**src/sv/plist_pkg.sv**
```systemverilog
// Shared types and constants for the positional list block.
package plist_pkg;

    localparam int ACT_W   = 3;
    localparam int POS_W   = 7;
    localparam int ROW_W   = 16;
    localparam int COL_W   = 16;
    localparam int VAL_W   = 32;
    localparam int CNT_W   = 7;
    localparam int ENTRY_W = ROW_W + COL_W + VAL_W;

    typedef enum logic [ACT_W-1:0] {
        ACT_INSERT  = 3'd0,
        ACT_DELETE  = 3'd1,
        ACT_READ    = 3'd2,
        ACT_REPLACE = 3'd3,
        ACT_CLEAR   = 3'd4
    } action_t;

    typedef enum logic [6:0] {
        S_IDLE     = 7'b0000001,
        S_DECIDE   = 7'b0000010,
        S_SHIFT_UP = 7'b0000100,
        S_SHIFT_DN = 7'b0001000,
        S_DRAIN    = 7'b0010000,
        S_PUT      = 7'b0100000,
        S_FINISH   = 7'b1000000
    } state_t;

    // Commands from the controller to the datapath, valid for one cycle.
    typedef struct packed {
        logic load;
        logic rd_pos;
        logic rd_up;
        logic rd_dn;
        logic capture;
        logic cur_from_count;
        logic cur_from_pos;
        logic set_ok;
        logic put;
        logic cnt_inc;
        logic cnt_dec;
        logic cnt_clr;
        logic emit;
    } cmd_t;

    // Status from the datapath to the controller.
    typedef struct packed {
        logic [ACT_W-1:0] act;
        logic             ins_ok;
        logic             pos_ok;
        logic             cur_gt_pos;
        logic             cur_more_dn;
        logic             out_free;
    } status_t;

endpackage

```
**src/sv/plist_ctrl.sv**
```systemverilog
// Controller state machine that sequences each list transaction.
module plist_ctrl (
    input  logic              clk,
    input  logic              rst_n,
    input  logic              in_valid,
    output logic              in_ready,
    input  plist_pkg::status_t sts,
    output plist_pkg::cmd_t    cmd
);

    import plist_pkg::*;

    state_t state_reg;
    state_t state_next;

    always_ff @(posedge clk or negedge rst_n)
    begin
        if (!rst_n)
        begin
            state_reg <= S_IDLE;
        end
        else
        begin
            state_reg <= state_next;
        end
    end

    assign in_ready = (state_reg == S_IDLE);

    always_comb
    begin
        cmd        = '0;
        state_next = state_reg;
        unique case (state_reg)
            S_IDLE:
            begin
                if (in_valid)
                begin
                    cmd.load   = 1'b1;
                    state_next = S_DECIDE;
                end
            end
            S_DECIDE:
            begin
                state_next = S_FINISH;
                case (sts.act)
                    ACT_INSERT:
                    begin
                        if (sts.ins_ok)
                        begin
                            cmd.set_ok         = 1'b1;
                            cmd.cur_from_count = 1'b1;
                            state_next         = S_SHIFT_UP;
                        end
                    end
                    ACT_DELETE:
                    begin
                        if (sts.pos_ok)
                        begin
                            cmd.set_ok       = 1'b1;
                            cmd.rd_pos       = 1'b1;
                            cmd.capture      = 1'b1;
                            cmd.cur_from_pos = 1'b1;
                            state_next       = S_SHIFT_DN;
                        end
                    end
                    ACT_READ:
                    begin
                        if (sts.pos_ok)
                        begin
                            cmd.set_ok  = 1'b1;
                            cmd.rd_pos  = 1'b1;
                            cmd.capture = 1'b1;
                            state_next  = S_DRAIN;
                        end
                    end
                    ACT_REPLACE:
                    begin
                        if (sts.pos_ok)
                        begin
                            cmd.set_ok = 1'b1;
                            state_next = S_PUT;
                        end
                    end
                    ACT_CLEAR:
                    begin
                        cmd.set_ok  = 1'b1;
                        cmd.cnt_clr = 1'b1;
                    end
                    default:
                    begin
                        state_next = S_FINISH;
                    end
                endcase
            end
            S_SHIFT_UP:
            begin
                // Move entries up from the tail until the gap reaches the position.
                if (sts.cur_gt_pos)
                begin
                    cmd.rd_up = 1'b1;
                end
                else
                begin
                    state_next = S_PUT;
                end
            end
            S_SHIFT_DN:
            begin
                if (sts.cur_more_dn)
                begin
                    cmd.rd_dn = 1'b1;
                end
                else
                begin
                    cmd.cnt_dec = 1'b1;
                    state_next  = S_FINISH;
                end
            end
            S_DRAIN:
            begin
                state_next = S_FINISH;
            end
            S_PUT:
            begin
                cmd.put    = 1'b1;
                cmd.cnt_inc = (sts.act == ACT_INSERT);
                state_next = S_FINISH;
            end
            S_FINISH:
            begin
                if (sts.out_free)
                begin
                    cmd.emit   = 1'b1;
                    state_next = S_IDLE;
                end
            end
            default:
            begin
                state_next = S_IDLE;
            end
        endcase
    end

endmodule

```
**config.mk**
```make
export PLATFORM = sky130hd
export DESIGN_NAME = plist_ctrl
export DESIGN_NICKNAME = d
export VERILOG_FILES = /design/src/sv/plist_pkg.sv /design/src/sv/plist_ctrl.sv
export SDC_FILE = /design/constraint.sdc
export NUM_CORES = 1
export LEC_CHECK = 0
export BUFFER_PORTS_ARGS = -buffer_cell sky130_fd_sc_hd__buf_2
export CAP_MARGIN = 20
export CORE_ASPECT_RATIO = 1.2
export CORE_MARGIN = 5
export CORE_UTILIZATION = 29
export CTS_BUF_LIST = sky130_fd_sc_hd__clkbuf_8
export DETAILED_ROUTE_END_ITERATION = 10
export GPL_ROUTABILITY_DRIVEN = 0
export HOLD_SLACK_MARGIN = 0.08
export PLACE_DENSITY = 0.55
export SETUP_SLACK_MARGIN = 0.1
export SYNTH_ARGS = -nofsm -noshare
export SYNTH_HDL_FRONTEND = slang
export SYNTH_SLANG_ARGS = --single-unit
```
**constraint.sdc**
```tcl
create_clock -name clk -period 3.55 [get_ports clk]
set_input_delay 0.1775 -clock clk [delete_from_list [all_inputs] [get_ports clk]]
set_output_delay 0.1775 -clock clk [all_outputs]
set_load 0.05 [all_outputs]
```
Yosys cells after proc, flatten, opt, wreduce, memory -nomap -nowiden

Index checks and enable logic that the tools add are counted.

Eq/ne operators: 15
Reductions and logical operators: 5
Mux-type cells: 32

Operators by type and width:

| kind                                                             | number |
|---|---|
| 7-bit 2-to-1 mux                                                 | 8 |
| 7-bit case mux with 6 select lines                               | 1 |
| 7-bit case mux with 4 select lines                               | 1 |
| 1-bit 2-to-1 mux                                                 | 18 |
| 2-bit != test (second input constant)                            | 4 |
| 7-bit by 1-bit == test with 1-bit output (second input constant) | 1 |
| 7-bit by 2-bit == test with 1-bit output (second input constant) | 1 |
| 7-bit by 3-bit == test with 1-bit output (second input constant) | 1 |
| 7-bit by 4-bit == test with 1-bit output (second input constant) | 1 |
| 7-bit by 5-bit == test with 1-bit output (second input constant) | 1 |
| 7-bit by 6-bit == test with 1-bit output (second input constant) | 1 |
| 7-bit == test (second input constant)                            | 1 |
| 3-bit by 2-bit == test with 1-bit output (second input constant) | 2 |
| 2-bit OR reduction                                               | 3 |
| 2-bit 2-to-1 mux                                                 | 2 |
| 4-bit 2-to-1 mux                                                 | 1 |
| 1-bit case mux with 4 select lines                               | 1 |
| 4-bit AND reduction                                              | 1 |
| 3-bit by 1-bit == test with 1-bit output (second input constant) | 1 |
| 3-bit == test (second input constant)                            | 1 |
| 3-bit logical NOT                                                | 1 |

Input port bits: 11
Register bits: 7
Output and inout bits: 14

Longest topological paths before layout

Depth after elaboration: 4
Gate-level depth with buffers: 6
Gate-level depth less buffers: 4

Worst setup path before layout

OpenSTA, ideal clock, no wires.

Path type: register to output
Start: reg state_reg[3]
End: out cmd[11] in the netlist's numbering
Data arrival time: 2.167 ns
Setup slack: 1.205 ns
Stages on the path, launching flop included: 7
Path buffers: 2
Required time: 3.372 ns
Cells stage by stage: dfrtp_1 > buf_6 > nor3_4 > and3_2 > nand2_1 > a21oi_1 > buf_4

RTL lines:

| element                | line             | text |
|---|---|---|
| from (decl)            | plist_ctrl.sv:13 | `state_t state_reg;` |
| from (signal assigned) | plist_ctrl.sv:24 | `state_reg <= state_next;` |
| to (decl)              | plist_ctrl.sv:8  | `output plist_pkg::cmd_t cmd` |

==> flow_summary.json <==
{
  "status": "complete, no violations",
  "hold_violations": 0,
  "ir_drop_mv": 0.206,
  "fin_crit_sh_pct": 55.9,
  "core_um2": 2000,
  "nFillCells": 207,
  "ys_top_cells_by_count": "nor2_1, and2_1, dfrtp_1, a21oi_1",
  "track_usage_pct": 12.1,
  "clock_skew_ns": 0.00395,
  "slew_viol_final": 0,
  "largest_register_ffs": 7,
  "worstHoldEndpoint": "state_reg[6]$_DFFE_PN0P_",
  "worstSetupEndpointType": "output port",
  "drt-total-wl_um": 1680,
  "busiest_layer": "met2",
  "die_y_um": 59.6,
  "clkSinkCount": 7,
  "worstPathRequired_ns": 3.37,
  "pin_count": 25,
  "drtPass1Iterations": 4,
  "yosys_warnings": 0,
  "synth-async-reset-ratio_pct": 100,
  "portBuffers": 24,
  "fin_ws_ns": 1.57,
  "wl_per_cell_um": 14.3,
  "clkTransAtPathRegs_ns": 0.04,
  "maxCapViolations": 0,
  "drc_errors": 0,
  "ys_seq_area_share_pct": 29.7,
  "routed_via_density": 5.43,
  "ys_ff_latch": 7,
  "criticalPathCategory": "reg2out",
  "finalSetupViolCount": 0,
  "antenna_found_initial": 0,
  "hold-path-cell-count": 2,
  "postCtsResizedCells": 0,
  "grt_setup_unrepaired": "false",
  "die_area_um2": 3060,
  "die_x_um": 51.3,
  "r2r-start": "state_reg[2]$_DFFE_PN0P_",
  "met1_usage_pct": 15.5,
  "grt_start_max_net_pins": 10,
  "reg2reg_slack_ns": 1.97,
  "cp-start-kind": "flip-flop",
  "cts_root_buffer": "clkbuf_8",
  "worstReg2RegEnd": "state_reg[6]$_DFFE_PN0P_",
  "synth.top_cell.area_share_pct": 25.3,
  "p_leak_nw": 0.395,
  "cts_tree": "done",
  "ant_nets": 0,
  "critPathMaxFanout": 9,
  "synth_edf_count": 0,
  "overflow": 0,
  "synth_cells": 71,
  "use_met3_pct": 3.27,
  "synth_most_common_cell": "nor2_1",
  "diodes": 0,
  "fp-row-count": 18,
  "htree_levels": 1,
  "drt_iter0_markers": 18,
  "dp_slack_ns": 1.79,
  "dp_hpwl_um": 1350,
  "fin_setup_tns_ns": 0,
  "powerDensity_nw_per_um2": 521,
  "cts_buffers": 3,
  "hp-class": "in2reg",
  "tightestPinTransition_ns": 0.599,
  "clock_latency_ns": 0.22,
  "grt_first_pass_wirelength_um": 2790,
  "met2_usage_pct": 19.7,
  "clock.fmax_mhz": 504,
  "synth.area.top_cells": "dfrtp_1, and2_1, nor2_1",
  "finalCriticalPeriod_ns": 1.98,
  "clock_path_buffers": 2,
  "ys_types": 35,
  "slew_headroom_pct": 59.7,
  "synth_flop_cell": "dfrtp_1",
  "syn-num-nets": 82,
  "crit_arrival_ns": 1.81,
  "num_vias": 641,
  "fin_nets": 110,
  "hold_path_startpoint": "sts[0]",
  "syn_area_um2": 594,
  "rr_worst_depth": 4,
  "synth.avg_cell_area_um2": 8.37,
  "yosys.area.top_type": "dfrtp_1",
  "area_growth_pct": 30.5,
  "drive_above_1_share_pct": 34.7,
  "initial_core_util_pct": 29.7,
  "grt_pass1_vias": 630
}
-- metrics by stage --
stage	hold WS [ns]	instance area (um2)	power [W]	util (%)	cells
floorplan	-0.118	594	0.000247	-	71
global placement	0.0234	721	0.000294	36.0	113
detailed placement	0.0261	721	0.000294	36.0	113
CTS	0.188	776	0.000407	38.7	118
global route	0.210	776	0.000430	38.7	118
finish	0.190	776	0.000404	38.7	118
-- final cells by class --
class / instances / area, um2 / share of cell area (%)
Inverter: 1 / 3.75 / 0.484
Tap cell: 20 / 25.0 / 3.23
Clock inverter: 1 / 3.75 / 0.484
Clock buffer: 3 / 41.3 / 5.32
Sequential cell: 7 / 176 / 22.7
Timing Repair Buffer: 25 / 130 / 16.8
Multi-Input combinational cell: 61 / 395 / 51.0
-- report_power, final --
part,leakage [nW],switching [W],internal (W)
sequential,0.0931,0.0000252,0.0000966
clock,0.0269,0.0000353,0.0000748
combinational,0.275,0.000116,0.0000565
-- worst max-delay path by stage --
| stage | cells past startpoint | slack [ns] | to | from |
|---|---|---|---|---|
| after CTS | 5 | 1.55 | cmd[8] | state_reg[4]$_DFFE_PN0P_ |
| after detailed placement | 5 | 1.79 | cmd[8] | state_reg[4]$_DFFE_PN0P_ |
| after global placement | 5 | 1.82 | cmd[8] | state_reg[2]$_DFFE_PN0P_ |
| after global routing | 4 | 1.38 | cmd[0] | state_reg[4]$_DFFE_PN0P_ |
| final | 5 | 1.57 | cmd[8] | state_reg[3]$_DFFE_PN0P_ |
| after floorplan | 6 | 1.21 | cmd[11] | state_reg[3]$_DFFE_PN0P_ |
-- metal layers --
metal | vias up | share of wire, %
met5 | - | 0
met4 | 0 | 0
met3 | 0 | 11
met2 | 31 | 46
met1 | 294 | 43
li1 | 316 | -
-- critical path, cell delays in order, from the launching register on --
cell and delay [ns]:
dfrtp_1 0.49, nor3_4 0.30, and3_2 0.25, nand2_1 0.10, a21oi_1 0.15, buf_2 0.28
-- layout by cell type (no fill, tap or decap), types with 2 or more instances in the layout --
cell type,instances
buf_2,24
a21oi_1,5
nand2b_1,3
clkbuf_8,3
nor3_1,2
inv_1,2
and2_1,6
nand2_1,2
o31ai_1,2
nand3_1,4
and3_1,3
nor4_1,2
o21ai_0,4
dfrtp_1,6
nor2_1,9
-- logic make-up (layout without fill, tap and decap cells) --
logic type	after synthesis	in the layout	share of synthesized area, %
AND/OR/NAND/NOR	45	45	49.7
AO/OA/AOI/OAI	15	15	15.4
flip-flops	7	7	29.7
buffers and inverters	3	30	3.79
XOR/XNOR	1	1	1.47
-- repair_timing --
item                      4_1_cts  5_1_grt
buffers inserted                0        0
hold endpoints to repair        7        0
hold buffers                    1        0
(Power assumes the default switching activity.)
